<file path="src/rtl/csam_pkg.sv">
// csam_pkg: shared types, widths and codes of the current steering amplitude map.
// No dependencies. Used by every other file in rtl/.
`default_nettype none

package csam_pkg;

  localparam int NUM_CHANNELS_DEF   = 15;
  localparam int NUM_ELECTRODES_DEF = 16;

  localparam int REQ_W   = 2;
  localparam int IDX_W   = 4;
  localparam int SMP_W   = 16;
  localparam int COEF_W  = 24;
  localparam int AMP_W   = 20;
  localparam int WIDX_W  = 5;
  localparam int MODE_W  = 2;
  localparam int PROD_W  = AMP_W + SMP_W;

  // register stages per lane, table read included
  localparam int NSTG = 5;

  typedef enum logic [REQ_W-1:0] {
    REQ_MAP  = 2'd0,
    REQ_ELEC = 2'd1,
    REQ_CHAN = 2'd2
  } req_e;

  typedef enum logic [MODE_W-1:0] {
    CM_NONE = 2'd0,
    CM_ENV  = 2'd1,
    CM_ALL  = 2'd2
  } cmode_e;

  typedef struct packed {
    logic [REQ_W-1:0]         req_type;
    logic [IDX_W-1:0]         index;
    logic [SMP_W-1:0]         envelope;
    logic [SMP_W-1:0]         carrier_sample;
    logic [SMP_W-1:0]         weight_low;
    logic [SMP_W-1:0]         weight_high;
    logic signed [COEF_W-1:0] entry_gain;
    logic signed [COEF_W-1:0] entry_offset;
    logic [AMP_W-1:0]         entry_clip;
    logic [IDX_W-1:0]         entry_electrode;
    logic                     frame_last;
  } in_word_t;

  typedef struct packed {
    logic [WIDX_W-1:0] word_index_low;
    logic [AMP_W-1:0]  amplitude_low;
    logic [WIDX_W-1:0] word_index_high;
    logic [AMP_W-1:0]  amplitude_high;
    logic              last_out;
  } out_word_t;

  // one electrode table entry
  typedef struct packed {
    logic signed [COEF_W-1:0] gain;
    logic signed [COEF_W-1:0] offset;
    logic [AMP_W-1:0]         clip;
  } ent_t;

  // per-word side info carried next to the lanes
  typedef struct packed {
    logic [WIDX_W-1:0] widx;
    logic              last;
  } meta_t;

  // stage enables and carrier mode, fanned out to the lanes
  typedef struct packed {
    logic [NSTG-1:0]   en;
    logic [MODE_W-1:0] mode;
  } pipe_ctl_t;

endpackage

`default_nettype wire

</file>
<file path="src/rtl/csam_etab.sv">
// csam_etab: electrode table (gain, offset, clip), one write port, two registered reads.
// Depends on csam_pkg.
`default_nettype none

module csam_etab import csam_pkg::*; #(
  parameter int NUM_ELECTRODES = NUM_ELECTRODES_DEF
) (
  input  logic                              clk_i,
  input  logic                              rst_ni,
  input  logic                              we_i,
  input  logic [$clog2(NUM_ELECTRODES)-1:0] waddr_i,
  input  ent_t                              wdata_i,
  input  logic                              rd_en_i,
  input  logic [$clog2(NUM_ELECTRODES)-1:0] raddr_lo_i,
  input  logic [$clog2(NUM_ELECTRODES)-1:0] raddr_hi_i,
  output ent_t                              rd_lo_o,
  output ent_t                              rd_hi_o
);

  ent_t                      mem [NUM_ELECTRODES];
  ent_t                      rd_lo_q, rd_hi_q;
  logic [NUM_ELECTRODES-1:0] vld_q;
  logic                      rv_lo_q, rv_hi_q;

  always_ff @(posedge clk_i) begin
    if (we_i) begin
      mem[waddr_i] <= wdata_i;
    end
    if (rd_en_i) begin
      rd_lo_q <= mem[raddr_lo_i];
      rd_hi_q <= mem[raddr_hi_i];
    end
  end

  // never-written entries read as zero
  always_ff @(posedge clk_i or negedge rst_ni) begin
    if (!rst_ni) begin
      vld_q   <= '0;
      rv_lo_q <= 1'b0;
      rv_hi_q <= 1'b0;
    end else begin
      if (we_i) begin
        vld_q[waddr_i] <= 1'b1;
      end
      if (rd_en_i) begin
        rv_lo_q <= vld_q[raddr_lo_i];
        rv_hi_q <= vld_q[raddr_hi_i];
      end
    end
  end

  assign rd_lo_o = rv_lo_q ? rd_lo_q : '0;
  assign rd_hi_o = rv_hi_q ? rd_hi_q : '0;

endmodule

`default_nettype wire

</file>
<file path="config.mk">
export PLATFORM = sky130hd
export DESIGN_NAME = csam_etab
export DESIGN_NICKNAME = d
export VERILOG_FILES = /design/src/rtl/csam_pkg.sv /design/src/rtl/csam_etab.sv
export SDC_FILE = /design/constraint.sdc
export NUM_CORES = 1
export LEC_CHECK = 0
export BUFFER_PORTS_ARGS = -buffer_cell sky130_fd_sc_hd__buf_2
export CAP_MARGIN = 20
export CORE_MARGIN = 10
export CORE_UTILIZATION = 45
export CTS_CLUSTER_DIAMETER = 150
export DETAILED_ROUTE_END_ITERATION = 8
export PLACE_DENSITY = 0.65
export SETUP_SLACK_MARGIN = 0.02
export SKIP_CTS_REPAIR_TIMING = 1
export SLEW_MARGIN = 10
export SYNTH_ARGS = -nofsm -noshare
export SYNTH_HDL_FRONTEND = slang
export SYNTH_SLANG_ARGS = --single-unit
export TNS_END_PERCENT = 100
</file>
<file path="constraint.sdc">
create_clock -name clk_i -period 2.85 [get_ports clk_i]
set_clock_uncertainty 0.2 [all_clocks]
set_input_delay 0.285 -clock clk_i [delete_from_list [all_inputs] [get_ports clk_i]]
set_output_delay 0.285 -clock clk_i [all_outputs]
set_load 0.05 [all_outputs]
</file>
==> results.md <==
* # DRC at 0
* Leakage power at slightly above 20 nW
* Number of detailed-route iterations in the first pass at 5
* PD cells at slightly below 700 nW/um^2
* VDD IR max at 0.573 mV
* Initial antenna violation count at 16
* Number of flops mapped to enable cells by yosys at ~1,200
* Fin crit share at 0.953
* Crit path DAT at around 2.2 ns
* CTS root buffer: clkbuf_16
* Synth area leaders: edfxtp_1 (67%), mux4_2 (28%), and2_1 (1.6%), dfrtp_1 (0.82%), buf_6 (0.58%)
* HPWL Detailed at about 83,000 um
* Post-synthesis register bit count at roughly 1,200
* Dpl ws at 0.356 ns
* Number of vias per cell at about 6.3
* Placeable Area at roughly 120,000 um^2
* Most used DFF post-synth: edfxtp_1
* Setup TNS at 0 ns
* Kind of critical path: register to primary output
* RSZ-0062 raised after global routing: no
* PortBufs at roughly 220
* CP required at 2.37 ns
* Setup ws final at approximately 0.13 ns
* Die ar. at about 140,000 um^2
* Area leader, netlist: edfxtp_1
* Hold Crit Class: input pin to register
* Share of cells above drive strength 1 at 0.458
* First-pass GRT wire length at between 200,000 and 250,000 um
* Initial Util at 0.455
* Total clock sinks at between 1,000 and 1,500
* Syn Nets at approximately 2,400
* Placer Congestion at roughly 0.78
* Synth Instances at 2,283
* Final Hold Viols at 0
* Power, Total at around 44 mW
* Worst-path clk slew at approximately 0.06 ns
* Async set-reset flop share out of synthesis at 0.0145
* Worst-skew pair later-pin latency at around 0.73 ns
* Max-cap violation count at 0
* Post-layout util at 0.535
* Worst setup SP type: register
* Worst Path Max Fanout at 24
* Synth warn at 0
* Syn_area_per_cell at 24.0 um^2
* Setup crit end kind: primary output
* Num ports at 220
* Final wirelength at about 140,000 um
* Tightest Pin Transition at 0.844 ns
* Area Overhead vs Synth at 17.5%
* Worst Reg2Reg Path Length in Cells at 2
* Tmin final at 2.72 ns
* Worst hold path cell count at 4
* Initial DRC count at between 3,000 and 4,000
* Die X at ~370 um
* Max Slew Vio Count at 0
* # setup viols final at 0
* Largest net degree at the start of global routing at 63
* F_max at about 0.37 GHz
* Drt wl/cell at roughly 33 um
* CTS max path bufs at 3
* Post-synthesis sequential area ratio at 0.679
* Run status: completed
* Vias at between 20,000 and 30,000
* Gr ovfl total at 0
* Post-synth cell types at 19
* Layout net count at 2,780
* Worst slew margin at 0.436
* Vias in the first global route at ~29,000
* CTS Buf Count at 132
* Post-route ant nets at 0
* FP Rows at ~130
* TritonCTS clock tree: done
* Synth top area share at 0.670
* Global-route usage over all layers at 0.210
* Die height at approximately 370 um
* Cell Area, Synth at 54,800 um^2
* # H-tree levels at 4
worst paths after layout:
kind / from / end / slack, ns
max in group asynchronous: rst_ni / rv_hi_q$_DFFE_PN0P_ / 1.12
setup reg to reg: mem[3][22]$_DFFE_PP_ / rd_hi_q[22]$_DFFE_PP_ / 0.90
hold / removal: raddr_lo_i[1] / rv_lo_q$_DFFE_PN0P_ / 0.03
min in group asynchronous: rst_ni / rv_lo_q$_DFFE_PN0P_ / 0.71
hold reg to reg: vld_q[4]$_DFFE_PN0P_ / vld_q[4]$_DFFE_PN0P_ / 0.29
setup / recovery: rv_hi_q$_DFFE_PN0P_ / rd_hi_o[40] / 0.13
Yosys cell counts, types with 2 or more instances:
cell and n:
mux4_2 688, mux2i_1 6, edfxtp_1 1224, nand3b_1 2, buf_6 28, buf_4 29, dfrtp_1 18, nand2b_1 2
or2_2 16, and2_1 136, buf_1 16, mux2_2 2, clkbuf_1 81, buf_2 16, nor3_1 4, nor2_1 12
per-layer routing:
| layer | part of all wire | wire length [um] | global-route usage |
|---|---|---|---|
| met5 | 0.00037 | 53 | 0 |
| met4 | 0.025 | 3610 | 0.0630 |
| met3 | 0.094 | 13500 | 0.0558 |
| met2 | 0.49 | 70700 | 0.334 |
| met1 | 0.39 | 56100 | 0.285 |
placed cells by master (no fill, tap or decap):
cell type	netlist	routed
nand2b_1	2	2
nand3_1	1	1
buf_12	0	88
or3b_4	0	1
nor2_4	0	12
dlygate4sd3_1	0	77
clkbuf_8	0	2
mux2i_1	6	6
buf_8	0	4
mux2_2	2	2
edfxtp_1	1224	1224
clkbuf_1	81	27
inv_6	0	1
clkinv_1	0	21
nand2_1	1	1
clkinvlp_4	0	3
clkbuf_16	0	137
dfrtp_4	0	2
clkinv_8	0	2
nor3_4	0	4
nand3b_1	2	2
or2_2	16	16
buf_6	28	3
diode_2	0	10
buf_4	29	67
clkinv_2	0	23
and2_1	136	136
buf_2	16	210
clkinv_4	0	1
mux4_2	688	688
bufinv_16	0	13
dfrtp_1	18	16
worst max-delay path, cell delays in order, from the launching register on:
cell and delay (ns):
dfrtp_4 0.76, buf_12 0.27, and2_1 0.16, buf_2 0.26
area by class of cell:
class                           count  area (um^2)
Tap cell                         1612         2020
Fill cell                        9201        56000
Antenna cell                       10         25.0
Timing Repair Buffer              449         4180
Multi-Input combinational cell    871        16800
Clock buffer                      166         3560
Clock inverter                     64          657
Sequential cell                  1242        37200
per-stage QoR:
stage	instances	hold slack, ns	instance area [um^2]
5_1_grt	4408	0.000359	64400
6_report	4414	0.0276	64400
4_1_cts	4320	-0.749	63500
3_5_place_dp	4090	0.0406	59300
2_1_floorplan	2283	-0.211	54900
3_3_place_gp	4090	0.0236	59300
power by group:
group	leakage, nW	switching, mW	internal, mW
Combinational	7.22	3.57	2.17
Clock	2.06	6.90	9.98
Sequential	11.3	0.316	20.7
Total	20.6	10.8	32.9
registers in the layout, summed over array words and instances (netlist names):
register / cells
vld_q: 16
rd_hi_q: 68
rd_lo_q: 68
rv_lo_q: 1
mem: 1088
rv_hi_q: 1
cell families (layout without fill, tap and decap cells):
logic type / after synthesis / after routing / synth area share
multiplexers: 696 / 696 / 0.284
other: 0 / 10 / 0
flip-flops: 1242 / 1242 / 0.679
AND/OR/NAND/NOR: 175 / 175 / 0.0194
buffers and inverters: 170 / 679 / 0.0178
(Power assumes the default switching activity.)
