[src/rtl/csam_pkg.sv]
// csam_pkg: shared types, widths and codes of the current steering amplitude map.
// No dependencies. Used by every other file in rtl/.
`default_nettype none

package csam_pkg;

  localparam int NUM_CHANNELS_DEF   = 15;
  localparam int NUM_ELECTRODES_DEF = 16;

  localparam int REQ_W   = 2;
  localparam int IDX_W   = 4;
  localparam int SMP_W   = 16;
  localparam int COEF_W  = 24;
  localparam int AMP_W   = 20;
  localparam int WIDX_W  = 5;
  localparam int MODE_W  = 2;
  localparam int PROD_W  = AMP_W + SMP_W;

  // register stages per lane, table read included
  localparam int NSTG = 5;

  typedef enum logic [REQ_W-1:0] {
    REQ_MAP  = 2'd0,
    REQ_ELEC = 2'd1,
    REQ_CHAN = 2'd2
  } req_e;

  typedef enum logic [MODE_W-1:0] {
    CM_NONE = 2'd0,
    CM_ENV  = 2'd1,
    CM_ALL  = 2'd2
  } cmode_e;

  typedef struct packed {
    logic [REQ_W-1:0]         req_type;
    logic [IDX_W-1:0]         index;
    logic [SMP_W-1:0]         envelope;
    logic [SMP_W-1:0]         carrier_sample;
    logic [SMP_W-1:0]         weight_low;
    logic [SMP_W-1:0]         weight_high;
    logic signed [COEF_W-1:0] entry_gain;
    logic signed [COEF_W-1:0] entry_offset;
    logic [AMP_W-1:0]         entry_clip;
    logic [IDX_W-1:0]         entry_electrode;
    logic                     frame_last;
  } in_word_t;

  typedef struct packed {
    logic [WIDX_W-1:0] word_index_low;
    logic [AMP_W-1:0]  amplitude_low;
    logic [WIDX_W-1:0] word_index_high;
    logic [AMP_W-1:0]  amplitude_high;
    logic              last_out;
  } out_word_t;

  // one electrode table entry
  typedef struct packed {
    logic signed [COEF_W-1:0] gain;
    logic signed [COEF_W-1:0] offset;
    logic [AMP_W-1:0]         clip;
  } ent_t;

  // per-word side info carried next to the lanes
  typedef struct packed {
    logic [WIDX_W-1:0] widx;
    logic              last;
  } meta_t;

  // stage enables and carrier mode, fanned out to the lanes
  typedef struct packed {
    logic [NSTG-1:0]   en;
    logic [MODE_W-1:0] mode;
  } pipe_ctl_t;

endpackage

`default_nettype wire

[src/rtl/csam_lane.sv]
// csam_lane: per-electrode mapping pipeline, gain/offset/carrier, clamp, weight product.
// Depends on csam_pkg. Table entry arrives already registered from csam_etab.
`default_nettype none

module csam_lane import csam_pkg::*; (
  input  logic              clk_i,
  input  pipe_ctl_t         ctl_i,
  input  ent_t              ent_i,
  input  logic [SMP_W-1:0]  env_i,
  input  logic [SMP_W-1:0]  car_i,
  input  logic [SMP_W-1:0]  w_i,
  output logic [PROD_W-1:0] prod_o
);

  // stage 1
  logic [SMP_W-1:0]         env1_q, car1_q, w1_q;
  // stage 2
  logic signed [40:0]       p2_q;
  logic signed [COEF_W-1:0] k2_q;
  logic [AMP_W-1:0]         clip2_q;
  logic [SMP_W-1:0]         car2_q, w2_q;
  // stage 3
  logic signed [43:0]       p3_q;
  logic signed [26:0]       sum3_q;
  logic signed [COEF_W-1:0] k3_q;
  logic [AMP_W-1:0]         clip3_q;
  logic [SMP_W-1:0]         w3_q;
  // stage 4
  logic [AMP_W-1:0]         m4_q;
  logic [SMP_W-1:0]         w4_q;
  // stage 5
  logic [PROD_W-1:0]        a5_q;

  logic signed [25:0] term;
  logic signed [26:0] sum, opa;
  logic signed [29:0] m_full;
  logic [AMP_W-1:0]   m_clamp;

  // floor(g*env / 2^15)
  assign term = $signed(p2_q[40:15]);
  assign sum  = 27'(term) + 27'(k2_q);
  assign opa  = (ctl_i.mode == CM_ALL) ? sum : 27'(term);

  always_comb begin
    case (ctl_i.mode)
      CM_ENV:  m_full = 30'($signed(p3_q[43:15])) + 30'(k3_q);
      CM_ALL:  m_full = 30'($signed(p3_q[43:15]));
      default: m_full = 30'(sum3_q);
    endcase
    if (m_full < 30'sd0) begin
      m_clamp = '0;
    end else if (m_full > $signed(30'(clip3_q))) begin
      m_clamp = clip3_q;
    end else begin
      m_clamp = m_full[AMP_W-1:0];
    end
  end

  always_ff @(posedge clk_i) begin
    if (ctl_i.en[0]) begin
      env1_q <= env_i;
      car1_q <= car_i;
      w1_q   <= w_i;
    end
    if (ctl_i.en[1]) begin
      p2_q    <= ent_i.gain * $signed({1'b0, env1_q});
      k2_q    <= ent_i.offset;
      clip2_q <= ent_i.clip;
      car2_q  <= car1_q;
      w2_q    <= w1_q;
    end
    if (ctl_i.en[2]) begin
      p3_q    <= opa * $signed({1'b0, car2_q});
      sum3_q  <= sum;
      k3_q    <= k2_q;
      clip3_q <= clip2_q;
      w3_q    <= w2_q;
    end
    if (ctl_i.en[3]) begin
      m4_q <= m_clamp;
      w4_q <= w3_q;
    end
    if (ctl_i.en[4]) begin
      a5_q <= PROD_W'(m4_q) * PROD_W'(w4_q);
    end
  end

  assign prod_o = a5_q;

endmodule

`default_nettype wire

[config.mk]
export PLATFORM = sky130hd
export DESIGN_NAME = csam_lane
export DESIGN_NICKNAME = d
export VERILOG_FILES = /design/src/rtl/csam_pkg.sv /design/src/rtl/csam_lane.sv
export SDC_FILE = /design/constraint.sdc
export NUM_CORES = 2
export LEC_CHECK = 0
export BUFFER_PORTS_ARGS = -buffer_cell sky130_fd_sc_hd__buf_4
export CAP_MARGIN = 20
export CORE_MARGIN = 2
export CORE_UTILIZATION = 53
export DETAILED_ROUTE_END_ITERATION = 8
export PLACE_DENSITY = 0.72
export SLEW_MARGIN = 20
export SYNTH_ARGS = -nofsm -noshare
export SYNTH_HDL_FRONTEND = slang
export SYNTH_SLANG_ARGS = --single-unit
[constraint.sdc]
create_clock -name clk_i -period 8.9 [get_ports clk_i]
set_clock_uncertainty 0.15 [all_clocks]
set_input_delay 0.445 -clock clk_i [delete_from_list [all_inputs] [get_ports clk_i]]
set_output_delay 0.445 -clock clk_i [all_outputs]
set_load 0.005 [all_outputs]
==> run metrics <==
status complete, no violations; IO Pins 160; Required @ worst endpoint 9.11 ns; WL per Instance 18.7 um; Fmax achieved 0.113 GHz; proportion of synthesized chip area in sequential cells about a fifth; Least-Margin Pin Slew 1.13 ns; Final ANT Viol Nets 0; DR pass1 iterations 5; worst hold stages 1; CTS tree done; die height 321 um; crit path max fanout 7; relative slew slack 24.9%; Die W 321 um; share of layout cells above drive strength 1 10.1%; vias per cell 5.38; Die Area 0.103 sq mm; Starting DRT DRC Count 2619; # fillers 8274; final critical-path share of the clock period ~99%; CP most frequent cell fa_1; FF-to-FF path depth 36; yosys warns 0; ys flop type edfxtp_1; total gr overflow 0; Tot GR Track Use 26.4%; syn_nets around 6.9k; Async SR Flop Fraction 0%; total CTS buffers between 40 and 50; Final Hold Vio Count 0; P&R area growth vs syn 12.1%; IO buf count 159; CTS sink count 338; vias in the first global route 40.7k; Clock Pin Slew Worst Setup and Hold Paths 0.06 ns; CP startpoint kind flop; Syn Inst Count 5355; Hold WC Path Type primary input to flop; Slowest cell on crit path or4_4; synthesized area per cell 9.95 sq um; deepest clock path buffer count 3; Setup TNS Final 0 ns; Detailed Place HPWL 104000 um; Starting Density 53.3%; antenna violations before repair 3; max-slew violations 0; first-pass GRT wire length about 210000 um; final setup fails 0; area of the core 0.0999 sq mm; root buffer cell clkbuf_16; largest net degree at the start of global routing 66; nets 7209; crit path time final 8.82 ns; DRT Wirelength 131000 um; Post-Syn Area 0.0533 sq mm; element type at the critical path end flop; unrepaired setup endpoints after global routing yes; max incr delay on CP 0.58 ns; # DRC 0; worst skew pair latency 0.65 ns; Netlist cell types 79; CP Class flop to flop; H-Tree Level Count 2; total of max-cap violations 0; final RePlAce weighted congestion 0.893; crit path DAT 9.03 ns; #FFs+latches synth 338; num rows 116; EDFF count, synth 338; routed vias 37.6k
==> Yosys cell counts, drive strengths merged, types with 7 or more instances <==
cell type  instances  area (sq um)
a211oi            20           165
a21boi             7          56.3
a21o              63           473
a21oi            136           692
a221oi            11           103
a22oi              9          67.6
a31oi             13          81.3
and2             485          3030
and3              20           130
buf               20           103
clkbuf           196           736
edfxtp           338         10100
fa              1044         20900
ha               389          4870
inv             1227          4610
mux2              28           315
nand2            731          2740
nand2b            19           119
nand3             56           280
nand4             16           106
nor2              99           372
nor2b             21           131
nor3              40           210
nor4               9          56.3
o211ai            10          75.1
o21a              21           158
o21ai             89           445
o21bai            18           135
o31ai             11           101
or3                9          56.3
xnor2             82           718
xor2              41           359
==> cell families (layout without fill, tap and decap cells) <==
family                     Yosys count  count (layout)  share of synthesized area (%)
muxes                               31              31                          0.648
AOI/OAI and AO/OA                  462             462                           5.79
and+or+nand+nor                   1525            1525                           13.9
adders and majority gates         1433            1433                           48.4
buffers and inverters             1443            1775                           10.2
other                                0               1                              0
DFF                                338             338                           19.1
xor gates and xnor gates           123             123                           2.02
==> final cells by class <==
| cell class | instances | area (sq um) | area share (%) |
|---|---|---|---|
| multi-input combinational | 3574 | 38000 | 63.7 |
| sequential | 338 | 10100 | 17.0 |
| clock inverter | 30 | 345 | 0.578 |
| clock buffer | 51 | 1150 | 1.92 |
| tap | 1298 | 1620 | 2.72 |
| timing repair buffer | 467 | 3800 | 6.37 |
| antenna | 1 | 2.50 | 0.00419 |
| inverter | 1227 | 4610 | 7.71 |
==> cell usage in the layout (no fill, tap or decap), drive strengths merged, types with 89 or more instances in the layout <==
cell type and count:
ha 389, nor2 99, and2 485, o21ai 89
buf 375, inv 1231, edfxtp 338, dlygate4sd3 92
a21oi 136, nand2 731, fa 1044
==> stage by stage <==
stage                     instances  util (%)  worst slack (ns)  instance area (sq um)  hold WS (ns)
after floorplan                5355         -          0.000351                  53300         0.250
after global placement         6790      56.8            -0.292                  56700         0.252
after detailed placement       6790      56.8            -0.470                  56700         0.255
after CTS                      6967      59.4           0.00199                  59300         0.121
after global routing           6986      59.8            -0.280                  59700         0.149
final                          6986      59.8            0.0773                  59700         0.140
==> worst max-delay path: cells and delay by family (launching register included) <==
family | cells | cell delay, ns
and+or+nand+nor | 5 | 1.00
AOI/OAI and AO/OA | 12 | 2.06
muxes | 1 | 0.33
buffers and inverters | 8 | 0.70
xor gates and xnor gates | 1 | 0.08
adders and majority gates | 9 | 3.81
DFF | 1 | 0.41
==> per-layer routing <==
layer	part of all wire [%]	wire [um]	GRT usage, %
met1	40	51800	33.6
met2	49	64300	45.0
met3	6.4	8400	4.04
met4	4.6	6010	11.3
met5	0	0	0
==> sequential cells by signal (all words and copies together), names as in the netlist <==
register / count
prod_o: 36
p3_q: 29
sum3_q: 27
p2_q: 26
k2_q: 24
k3_q: 24
clip2_q: 20
clip3_q: 20
m4_q: 20
car1_q: 16
car2_q: 16
env1_q: 16
w1_q: 16
w2_q: 16
w3_q: 16
w4_q: 16
==> repair_timing <==
action | CTS | global route
pin swaps | 25 | 42
hold buffers | 92 | 0
gates resized for setup | 29 | 73
gates cloned | 0 | 0
endpoints found under the hold margin | 92 | 0
buffers inserted | 4 | 17
endpoints found under the setup margin | 14 | 18
==> path summary, 6_finish.rpt <==
kind         slack (ns)                from              endpoint
min reg2reg        0.26  w1_q[12]$_DFFE_PP_    w2_q[12]$_DFFE_PP_
max                0.08   k2_q[0]$_DFFE_PP_    p3_q[41]$_DFFE_PP_
max reg2reg        0.08   k2_q[0]$_DFFE_PP_    p3_q[41]$_DFFE_PP_
min                0.14            ctl_i[6]  prod_o[30]$_DFFE_PP_
Power is not shown: default switching activity piles up to over one toggle a cycle in this logic, so the estimate is an artifact.
