<file path="config.mk">
export PLATFORM = sky130hd
export DESIGN_NAME = csam_merge_flat
export DESIGN_NICKNAME = d
export VERILOG_FILES = /design/src/rtl/csam_pkg.sv /design/src/rtl/csam_out_if.sv /design/src/rtl/csam_merge.sv /design/src/flat_wrapper.sv
export SDC_FILE = /design/constraint.sdc
export NUM_CORES = 1
export LEC_CHECK = 0
export BUFFER_PORTS_ARGS = -buffer_cell sky130_fd_sc_hd__buf_2
export CAP_MARGIN = 20
export CELL_PAD_IN_SITES_DETAIL_PLACEMENT = 0
export CELL_PAD_IN_SITES_GLOBAL_PLACEMENT = 2
export CORE_AREA = 2 2 87 89
export CTS_CLUSTER_SIZE = 20
export DETAILED_ROUTE_END_ITERATION = 7
export DIE_AREA = 0 0 89 91
export PLACE_DENSITY_LB_ADDON = 0.15
export SKIP_CTS_REPAIR_TIMING = 1
export SLEW_MARGIN = 0
export SYNTH_ARGS = -nofsm -noshare
export SYNTH_HDL_FRONTEND = slang
export SYNTH_SLANG_ARGS = --single-unit
export TNS_END_PERCENT = 50
</file>
<file path="constraint.sdc">
create_clock -name clk_i -period 4.57 [get_ports clk_i]
set_input_delay 0.2285 -clock clk_i [delete_from_list [all_inputs] [get_ports clk_i]]
set_output_delay 0.2285 -clock clk_i [all_outputs]
set_load 0.1 [all_outputs]
</file>
<file path="src/rtl/csam_pkg.sv">
// csam_pkg: shared types, widths and codes of the current steering amplitude map.
// No dependencies. Used by every other file in rtl/.
`default_nettype none

package csam_pkg;

  localparam int NUM_CHANNELS_DEF   = 15;
  localparam int NUM_ELECTRODES_DEF = 16;

  localparam int REQ_W   = 2;
  localparam int IDX_W   = 4;
  localparam int SMP_W   = 16;
  localparam int COEF_W  = 24;
  localparam int AMP_W   = 20;
  localparam int WIDX_W  = 5;
  localparam int MODE_W  = 2;
  localparam int PROD_W  = AMP_W + SMP_W;

  // register stages per lane, table read included
  localparam int NSTG = 5;

  typedef enum logic [REQ_W-1:0] {
    REQ_MAP  = 2'd0,
    REQ_ELEC = 2'd1,
    REQ_CHAN = 2'd2
  } req_e;

  typedef enum logic [MODE_W-1:0] {
    CM_NONE = 2'd0,
    CM_ENV  = 2'd1,
    CM_ALL  = 2'd2
  } cmode_e;

  typedef struct packed {
    logic [REQ_W-1:0]         req_type;
    logic [IDX_W-1:0]         index;
    logic [SMP_W-1:0]         envelope;
    logic [SMP_W-1:0]         carrier_sample;
    logic [SMP_W-1:0]         weight_low;
    logic [SMP_W-1:0]         weight_high;
    logic signed [COEF_W-1:0] entry_gain;
    logic signed [COEF_W-1:0] entry_offset;
    logic [AMP_W-1:0]         entry_clip;
    logic [IDX_W-1:0]         entry_electrode;
    logic                     frame_last;
  } in_word_t;

  typedef struct packed {
    logic [WIDX_W-1:0] word_index_low;
    logic [AMP_W-1:0]  amplitude_low;
    logic [WIDX_W-1:0] word_index_high;
    logic [AMP_W-1:0]  amplitude_high;
    logic              last_out;
  } out_word_t;

  // one electrode table entry
  typedef struct packed {
    logic signed [COEF_W-1:0] gain;
    logic signed [COEF_W-1:0] offset;
    logic [AMP_W-1:0]         clip;
  } ent_t;

  // per-word side info carried next to the lanes
  typedef struct packed {
    logic [WIDX_W-1:0] widx;
    logic              last;
  } meta_t;

  // stage enables and carrier mode, fanned out to the lanes
  typedef struct packed {
    logic [NSTG-1:0]   en;
    logic [MODE_W-1:0] mode;
  } pipe_ctl_t;

endpackage

`default_nettype wire

</file>
<file path="src/rtl/csam_out_if.sv">
// csam_out_if: valid/ready channel carrying one result word.
// Depends on csam_pkg.
`default_nettype none

interface csam_out_if import csam_pkg::*; ();
  logic      valid;
  logic      ready;
  out_word_t data;

  modport source (output valid, output data, input ready);
  modport sink   (input valid, input data, output ready);
endinterface

`default_nettype wire

</file>
<file path="src/rtl/csam_merge.sv">
// csam_merge: joins both lanes, saturates the weighted amplitudes, holds the result word.
// Depends on csam_pkg and csam_out_if.
`default_nettype none

module csam_merge import csam_pkg::*; (
  input  logic              clk_i,
  input  logic              rst_ni,
  input  logic              vld_i,
  input  logic [PROD_W-1:0] prod_lo_i,
  input  logic [PROD_W-1:0] prod_hi_i,
  input  meta_t             meta_i,
  output logic              cap_o,
  csam_out_if.source        out_o
);

  logic      out_v_q;
  out_word_t out_q, out_d;

  function automatic logic [AMP_W-1:0] sat_q15(input logic [PROD_W-1:0] p);
    logic [AMP_W:0] s;
    s = p[PROD_W-1:SMP_W-1];
    return s[AMP_W] ? '1 : s[AMP_W-1:0];
  endfunction

  assign cap_o = ~out_v_q | out_o.ready;

  always_comb begin
    out_d.word_index_low  = meta_i.widx;
    out_d.amplitude_low   = sat_q15(prod_lo_i);
    out_d.word_index_high = {meta_i.widx[WIDX_W-1:1], 1'b1};
    out_d.amplitude_high  = sat_q15(prod_hi_i);
    out_d.last_out        = meta_i.last;
  end

  always_ff @(posedge clk_i or negedge rst_ni) begin
    if (!rst_ni) begin
      out_v_q <= 1'b0;
    end else if (cap_o) begin
      out_v_q <= vld_i;
    end
  end

  always_ff @(posedge clk_i) begin
    if (cap_o) begin
      out_q <= out_d;
    end
  end

  assign out_o.valid = out_v_q;
  assign out_o.data  = out_q;

endmodule

`default_nettype wire

</file>
<file path="src/flat_wrapper.sv">
// flat-port wrapper written by rule: the top's interface ports become plain ports
module csam_merge_flat import csam_pkg::*;
  (clk_i, rst_ni, vld_i, prod_lo_i, prod_hi_i, meta_i, cap_o, out_o_valid, out_o_data, out_o_ready);
  csam_out_if out_o_i ();
  input  logic clk_i;
  input  logic rst_ni;
  input  logic vld_i;
  input  logic [PROD_W-1:0] prod_lo_i;
  input  logic [PROD_W-1:0] prod_hi_i;
  input  meta_t meta_i;
  output logic cap_o;
  output wire logic [$bits(out_o_i.valid)-1:0] out_o_valid;
  output wire logic [$bits(out_o_i.data)-1:0] out_o_data;
  input wire logic [$bits(out_o_i.ready)-1:0] out_o_ready;
  assign out_o_valid = out_o_i.valid;
  assign out_o_data = out_o_i.data;
  assign out_o_i.ready = out_o_ready;
  csam_merge u_core (.clk_i(clk_i), .rst_ni(rst_ni), .vld_i(vld_i), .prod_lo_i(prod_lo_i), .prod_hi_i(prod_hi_i), .meta_i(meta_i), .cap_o(cap_o), .out_o(out_o_i));
endmodule
</file>
==> reports/results.txt, run 1 <==
outcome: completed
post-route insts no fill: 302
vias in the first global route: 1137
Slew HR: 61.1%
crit-path max cell delay: 0.54 ns
power consumption: 1.10 mW
synth cell count leaders: 46 x edfxtp_1, 40 x or2_1, 5 x buf_4
clock latency on the worst-skew pair: 0.29 ns
Worst Max-Slew Pin Slew: 0.584 ns
Post-Route WL: 3690 µm
top fanout value on the critical path: 22
DIE WIDTH: 89 µm
register share of total power: 46.2%
Internal: 723 µW
Cells after Synth: 99
ys flop type: edfxtp_1
Filler Cell Count: 762
number of H-tree levels: 2
Seq cells post-synth: 47
post-synth top area cell: edfxtp_1
DR iter-0 viols: 30
Worst EP arrival: 1.66 ns
CP max-delay cell: buf_2
NumNets Final: 284
Yosys top cell area share: 78.7%
Worst Setup Path Type: flip-flop to output port
power per cell area: 450 nW/µm²
YS warnings: 0
Worst setup SP type: flip-flop
Max-Cap Viols: 0
TritonRoute pass-1 iters: 2
die footprint: 8100 µm²
area grow syn2layout: 39.6%
Final Util: 34.3%
IO Pins: 135
Num CTS Buffers: 5
Critical Path, Cell by Cell: nand2b_2, buf_2
area of the multi-input gates: 269 µm²
period utilization: 41.3%
Die Y: 91 µm
Setup Skew: 0.00667 ns
most numerous cell in the Yosys netlist: edfxtp_1
Leakage: 0.962 nW
layout cells sized above 1: 55.7%
first-pass GRT wire length: 5440 µm
post-synthesis sequential area ratio: 80.1%
Comb power frac: 25.4%
Post-DRT Antenna Nets: 0
Psw: 379 µW
asr flop ratio synth: 2.13%
Clk pwr share: 28.4%
DRC errors left: 0
via count: 1139
Hold WC Path Type: input port to flip-flop
sequential cell area: 1410 µm²
Clock Path Buffers: 2
initial antenna violation count: 0
Initial Utilization: 24.6%
number of diodes: 0
Setup Viol. Count Final: 0
crit path capture type: output port
Worst Path Required: 4.34 ns
f_max: 529 MHz
routed vias/inst: 3.77
core box area: 7140 µm²
Unique masters post-synth: 7
WP buf/inv: 1
cell count after placement: 293
clock sinks: 47
Sum Neg Setup Slack: 0 ns
crit-path leading delay family: buffers and inverters
Mean Syn Cell Area: 17.7 µm²
final hold vios: 0
RSZ-0062 raised after global routing: false
VDD IR-drop max: 0.145 mV
clk slew on worst S/H paths: 0.09 ns
HPWL Detailed: 2750 µm
largest net degree at the start of global routing: 28
leading cell types by total area after synthesis: edfxtp_1 79%, or2_1 14%, buf_6 2.6%
Final min period: 1.89 ns
IO buf count: 103
root buf cell: clkbuf_8
Total GRT Usage: 8.85%
Row Count: 31
CTS tree: yes
switching share of power: 34.4%
Routability Congestion: 0.704
number of flops mapped to enable cells by yosys: 46
Post-Syn Area: 1760 µm²
Max Slew Vio Count: 0
syn nets: 181
drt wl/cell: 12.2 µm
GRT Residual Overflow: 0
-- flip-flops by register name (all words and copies together), names as in the netlist --
register,flops
u_core.out_o.data,46
u_core.out_o.valid,1
-- power by group through the flow --
stage          Clock, mW  Sequential (mW)  Combinational (mW)
3_5_place_dp           0            0.520               0.282
4_1_cts            0.324            0.510               0.281
3_3_place_gp           0            0.519               0.280
2_1_floorplan          0            0.702              0.0551
5_1_grt            0.340            0.512               0.290
6_report           0.313            0.509               0.279
-- cell usage in the layout, fill, tap and decap left out --
| cell type | netlist | final |
|---|---|---|
| buf_2 | 0 | 103 |
| edfxtp_1 | 46 | 46 |
| or2_1 | 40 | 40 |
| clkbuf_8 | 0 | 6 |
| nand2b_2 | 0 | 1 |
| nand2b_1 | 2 | 1 |
| conb_1 | 1 | 1 |
| bufinv_16 | 0 | 1 |
| clkinv_2 | 0 | 1 |
| dlygate4sd3_1 | 0 | 1 |
| buf_4 | 5 | 1 |
| dfrtp_1 | 1 | 1 |
-- cell families after synthesis --
kind of cell,Yosys count,synth area share (%)
AND/OR/NAND/NOR,42,15.0
other,1,0.214
flip-flops,47,80.1
buffers and inverters,9,4.70
-- cell type report --
| cell class | instances | share of cell area, % |
|---|---|---|
| Multi-Input combinational cell | 43 | 11.0 |
| Tap cell | 99 | 5.06 |
| Clock buffer | 6 | 3.37 |
| Timing Repair Buffer | 105 | 21.8 |
| Sequential cell | 47 | 57.4 |
| Clock inverter | 2 | 1.43 |
-- worst register-to-register path, stage by stage (launching register included) --
cell and delay [ns]:
dfrtp_1 0.39, nand2b_2 0.43, buf_4 0.44
-- routing by layer --
metal	part of all wire, %	global-route usage, %
met4	0.46	2.61
met1	38	9.80
met3	11	3.73
met2	51	15.2
met5	0	0
-- per-stage QoR --
step | cell area, µm² | hold WS, ns | setup slack [ns]
detailed placement | 2320 | 0.00569 | 2.91
finish | 2450 | 0.112 | 2.68
global route | 2450 | 0.0977 | 2.57
floorplan | 1760 | -0.0671 | 1.29
CTS | 2440 | -0.321 | 2.62
global placement | 2320 | 0.00385 | 2.97
-- worst paths after layout --
kind	cells after the start	slack [ns]	endpoint	start
worst max register to register	2	2.97	u_core.out_o.data[42]	u_core.out_o.valid
worst min register to register	1	0.99	u_core.out_o.data[28]	u_core.out_o.valid
worst min-delay path	1	0.11	u_core.out_o.data[49]	meta_i[4]
min in group asynchronous	2	0.25	u_core.out_o.valid	rst_ni
max in group asynchronous	2	4.24	u_core.out_o.valid	rst_ni
worst max-delay path	2	2.68	cap_o	u_core.out_o.valid
Note: power is estimated with default switching activity, not from simulation.
==> run 2, diff against run 1 <==
--- a/config.mk
+++ b/config.mk
@@ -9,10 +9,10 @@
 export CAP_MARGIN = 20
 export CELL_PAD_IN_SITES_DETAIL_PLACEMENT = 0
 export CELL_PAD_IN_SITES_GLOBAL_PLACEMENT = 2
-export CORE_AREA = 2 2 87 89
+export CORE_AREA = 2 2 91 93
 export CTS_CLUSTER_SIZE = 20
 export DETAILED_ROUTE_END_ITERATION = 7
-export DIE_AREA = 0 0 89 91
+export DIE_AREA = 0 0 93 95
 export PLACE_DENSITY_LB_ADDON = 0.15
 export SKIP_CTS_REPAIR_TIMING = 1
 export SLEW_MARGIN = 0
==> constraint.sdc (replaced) <==
create_clock -name clk_i -period 1.9 [get_ports clk_i]
set_input_delay 0.095 -clock clk_i [delete_from_list [all_inputs] [get_ports clk_i]]
set_output_delay 0.095 -clock clk_i [all_outputs]
set_load 0.1 [all_outputs]
==> run 2 against run 1 <==
  * Total power up 120%
  * Global-route usage down 0.59 points
  * Die area up 9.1%
  * Combinational power up 150%
  * First-iteration DRC count down 23%
  * Clock skew down 0.0032 ns
  * Count of clock-buffer cells in the layout unchanged
  * Sequential power up 140%
  * Hold slack worse by 0.059 ns
  * Critical path type unchanged
  * Critical endpoint unchanged
==> reports/results.txt, run 2 (synthesized netlist as in run 1, its figures left out) <==
initial antenna violation count: 0
DIE WIDTH: 93 µm
Worst Path Required: 1.80 ns
TritonRoute pass-1 iters: 4
via count: 1153
CTS tree: yes
r2r endpoint: u_core.out_o.data[11]
DR iter-0 viols: 23
DRC errors left: 0
f_max: 663 MHz
Max-Cap Viols: 0
crit path capture type: output port
Row Count: 33
IO Pins: 135
Worst setup SP type: flip-flop
final hold vios: 0
Post-DRT Antenna Nets: 0
Hold Slack: 0.0523 ns
Worst Setup Path Type: flip-flop to output port
outcome: completed
layout cells sized above 1: 52.9%
FF-to-FF path depth: 2
worst r2r src: u_core.out_o.valid
NumNets Final: 291
vias in the first global route: 1142
root buf cell: clkbuf_8
number of diodes: 0
clock sinks: 47
drt wl/cell: 11.6 µm
clock latency on the worst-skew pair: 0.29 ns
routed vias/inst: 3.66
Leakage: 0.981 nW
commonest cells after routing, fill and taps aside: 103 x buf_2, 46 x edfxtp_1, 40 x or2_1, 8 x dlygate4sd3_1, 5 x clkbuf_8
Hold WC Path Type: input port to flip-flop
Max Slew Vio Count: 0
Total GRT Usage: 8.26%
Routability Congestion: 0.680
Die Y: 95 µm
VDD IR-drop max: 0.292 mV
clk slew on worst S/H paths: 0.08 ns
Final min period: 1.51 ns
Initial Utilization: 22.1%
Largest register FFs: 46
IO buf count: 103
power per cell area: 986 nW/µm²
GRT Residual Overflow: 0
number of H-tree levels: 2
Setup Viol. Count Final: 0
Setup Skew: 0.00349 ns
die footprint: 8840 µm²
Num CTS Buffers: 5
first-pass GRT wire length: 5500 µm
Sum Neg Setup Slack: 0 ns
Critical Path End: cap_o
Worst EP arrival: 1.41 ns
core box area: 7930 µm²
period utilization: 79.4%
top fanout value on the critical path: 15
largest net degree at the start of global routing: 35
pre-CTS setup slack: 0.680 ns
area grow syn2layout: 42.9%
Critical path origin: u_core.out_o.valid
final worst slack: 0.392 ns
RSZ-0062 raised after global routing: false
Clock Path Buffers: 2
commonest non-fill, non-tap cell in the layout: buf_2
Post-Route WL: 3650 µm
Filler Cell Count: 828
FF-to-FF setup slack: 0.69 ns
==> run 2: worst min path at each step <==
stage | startpoint | to | depth (start not counted)
after detailed placement | rst_ni | u_core.out_o.valid | 1
final | prod_lo_i[26] | u_core.out_o.data[37] | 2
after floorplan | rst_ni | u_core.out_o.valid | 0
after CTS | rst_ni | u_core.out_o.valid | 1
after global placement | rst_ni | u_core.out_o.valid | 1
after global routing | prod_lo_i[16] | u_core.out_o.data[27] | 2
==> run 2: layout make-up <==
cell class	count	area (µm²)	area share, %
Timing Repair Buffer	112	616	24.5
Sequential cell	47	1410	56.1
Clock inverter	2	7.51	0.299
Clock buffer	6	72.6	2.89
Multi-Input combinational cell	43	274	10.9
Tap cell	105	131	5.24
==> run 2: worst max-delay path, stage by stage (launching register included) <==
cell and delay (ns):
dfrtp_2 0.43, nand2b_4 0.21, buf_2 0.48
==> run 2: stage by stage <==
stage | cell area, µm² | std cells | total power, mW | utilization (%)
after floorplan | 1760 | 99 | 1.82 | -
after global placement | 2350 | 299 | 1.93 | 29.6
after detailed placement | 2350 | 299 | 1.93 | 29.6
after CTS | 2430 | 307 | 2.51 | 30.6
after global routing | 2510 | 315 | 2.59 | 31.6
final | 2510 | 315 | 2.47 | 31.6
==> run 2: routing by layer <==
| layer | track usage (%) | up-vias | part of all wire [%] | routed length [µm] |
|---|---|---|---|---|
| met5 | 0 | - | 0 | 0 |
| met4 | 4.41 | 0 | 2.1 | 78 |
| met3 | 2.47 | 5 | 9.1 | 332 |
| met2 | 13.5 | 68 | 49 | 1790 |
| met1 | 9.83 | 528 | 40 | 1450 |
| li1 | - | 552 | - | - |
==> run 2: power breakdown <==
part	internal, mW	switching [mW]	leakage (nW)
combinational	0.116	0.571	0.509
clock	0.251	0.310	0.0403
sequential	1.21	0.0155	0.432
total	1.58	0.897	0.981
==> run 3, diff against run 2 <==
--- a/config.mk
+++ b/config.mk
@@ -9,10 +9,10 @@
 export CAP_MARGIN = 20
 export CELL_PAD_IN_SITES_DETAIL_PLACEMENT = 0
 export CELL_PAD_IN_SITES_GLOBAL_PLACEMENT = 2
-export CORE_AREA = 2 2 91 93
+export CORE_AREA = 2 2 95 97
 export CTS_CLUSTER_SIZE = 20
 export DETAILED_ROUTE_END_ITERATION = 7
-export DIE_AREA = 0 0 93 95
+export DIE_AREA = 0 0 97 99
 export PLACE_DENSITY_LB_ADDON = 0.15
 export SKIP_CTS_REPAIR_TIMING = 1
 export SLEW_MARGIN = 0
==> constraint.sdc (replaced) <==
create_clock -name clk_i -period 1.3 [get_ports clk_i]
set_input_delay 0.065 -clock clk_i [delete_from_list [all_inputs] [get_ports clk_i]]
set_output_delay 0.065 -clock clk_i [all_outputs]
set_load 0.1 [all_outputs]
==> run 3 against run 2 <==
  * Setup slack worse by 0.33 ns
  * Largest power group unchanged
  * Clock skew up 0.0034 ns
  * Count of clock-buffer cells in the layout unchanged
==> reports/results.txt, run 3 (synthesized netlist as in run 1, its figures left out) <==
outcome: completed
Worst Setup Path Type: flip-flop to output port
top fanout value on the critical path: 3
DRC errors left: 0
cell count after placement: 303
Psw: 1.33 mW
largest net degree at the start of global routing: 27
Max Slew Vio Count: 0
Setup Viol. Count Final: 0
IO Pins: 135
DR iter-0 viols: 13
final worst slack: 0.0668 ns
clk slew on worst S/H paths: 0.09 ns
layout cells sized above 1: 53.2%
crit-path max cell delay: 0.50 ns
drt wl/cell: 11.7 µm
clock sinks: 47
Die Y: 99 µm
first-pass GRT wire length: 5810 µm
IO buf count: 103
design area: 2620 µm²
core box area: 8550 µm²
Total GRT Usage: 7.83%
clock latency on the worst-skew pair: 0.29 ns
root buf cell: clkbuf_8
switching share of power: 36.2%
pre-CTS setup slack: 0.215 ns
number of diodes: 0
Clk pwr share: 22.7%
Leakage: 1.03 nW
Row Count: 34
TritonRoute pass-1 iters: 4
post-route insts no fill: 324
placed inst area: 2390 µm²
Internal: 2.34 mW
Num CTS Buffers: 5
CTS tree: yes
VDD IR-drop max: 0.437 mV
number of H-tree levels: 2
initial antenna violation count: 0
GRT Residual Overflow: 0
Post-DRT Antenna Nets: 0
DIE WIDTH: 97 µm
NumNets Final: 297
Worst EP arrival: 1.17 ns
RSZ-0062 raised after global routing: false
Sum Neg Setup Slack: 0 ns
period utilization: 94.9%
CP max-delay cell: dfrtp_4
Setup Skew: 0.00693 ns
Max-Cap Viols: 0
Worst setup SP type: flip-flop
commonest non-fill, non-tap cell in the layout: buf_2
Post-Route WL: 3800 µm
final hold vios: 0
power per cell area: 1400 nW/µm²
routed vias/inst: 3.65
Largest register FFs: 46
die footprint: 9600 µm²
Worst Path Required: 1.24 ns
area grow syn2layout: 49.1%
Comb power frac: 28.6%
Hold WC Path Type: input port to flip-flop
Final min period: 1.23 ns
Initial Utilization: 20.5%
Clock Path Buffers: 2
Critical Path, Cell by Cell: nand2b_4, buf_12, buf_16
Routability Congestion: 0.758
Final Util: 30.6%
f_max: 811 MHz
commonest cells after routing, fill and taps aside: 102 x buf_2, 46 x edfxtp_1, 40 x or2_1, 10 x dlygate4sd3_1, 5 x clkbuf_8
crit path capture type: output port
register share of total power: 48.8%
via count: 1184
vias in the first global route: 1178
Filler Cell Count: 888
==> run 3: changes by cell type in the layout (fill, tap and decap cells not counted) <==
cell / before / now
buf_16: 0 / 1
dfrtp_2: 1 / 0
dfrtp_4: 0 / 1
buf_2: 103 / 102
buf_12: 1 / 2
buf_4: 0 / 2
clkbuf_16: 0 / 1
dlygate4sd3_1: 8 / 10
==> run 3: critical path, delay by kind of cell, from the launching register on <==
family | cells | cell delay [ns]
and+or+nand+nor | 1 | 0.11
buffers and inverters | 2 | 0.27
DFF | 1 | 0.50
==> run 3: layout make-up <==
class,count,area [µm²],area share (%)
Timing Repair Buffer,118,718,27.4
Clock inverter,2,7.51,0.287
Tap cell,108,135,5.16
Sequential cell,47,1410,53.9
Multi-Input combinational cell,43,274,10.5
Clock buffer,6,72.6,2.77
==> run 3: path summary, 6_finish.rpt <==
check | from | endpoint | slack, ns | cells past startpoint
setup reg to reg | u_core.out_o.valid | u_core.out_o.data[29] | 0.09 | 3
setup / recovery | u_core.out_o.valid | cap_o | 0.07 | 3
hold / removal | prod_hi_i[34] | u_core.out_o.data[20] | 0.02 | 2
min in group asynchronous | rst_ni | u_core.out_o.valid | 0.06 | 2
max in group asynchronous | rst_ni | u_core.out_o.valid | 1.14 | 2
hold reg to reg | u_core.out_o.valid | u_core.out_o.data[3] | 0.86 | 2
==> run 3: metrics by stage <==
stage / hold WS, ns / power (mW)
global route: 0.00347 / 3.86
floorplan: -0.231 / 2.66
CTS: -0.489 / 3.69
finish: 0.0152 / 3.67
detailed placement: -0.157 / 2.84
global placement: -0.159 / 2.84
==> run 3: power by group through the flow <==
| stage | clock network, mW | registers [mW] | logic, mW |
|---|---|---|---|
| 6_report | 0.832 | 1.79 | 1.05 |
| 5_1_grt | 0.971 | 1.80 | 1.09 |
| 4_1_cts | 0.884 | 1.79 | 1.01 |
| 3_5_place_dp | 0 | 1.83 | 1.01 |
| 3_3_place_gp | 0 | 1.82 | 1.01 |
| 2_1_floorplan | 0 | 2.46 | 0.196 |
==> run 3: metal layers <==
metal / routed length [µm] / vias to the layer above / track usage (%)
li1: - / 564 / -
met1: 1460 / 539 / 8.43
met2: 1850 / 76 / 13.0
met3: 444 / 5 / 4.47
met4: 49 / 0 / 2.60
met5: 0 / - / 0
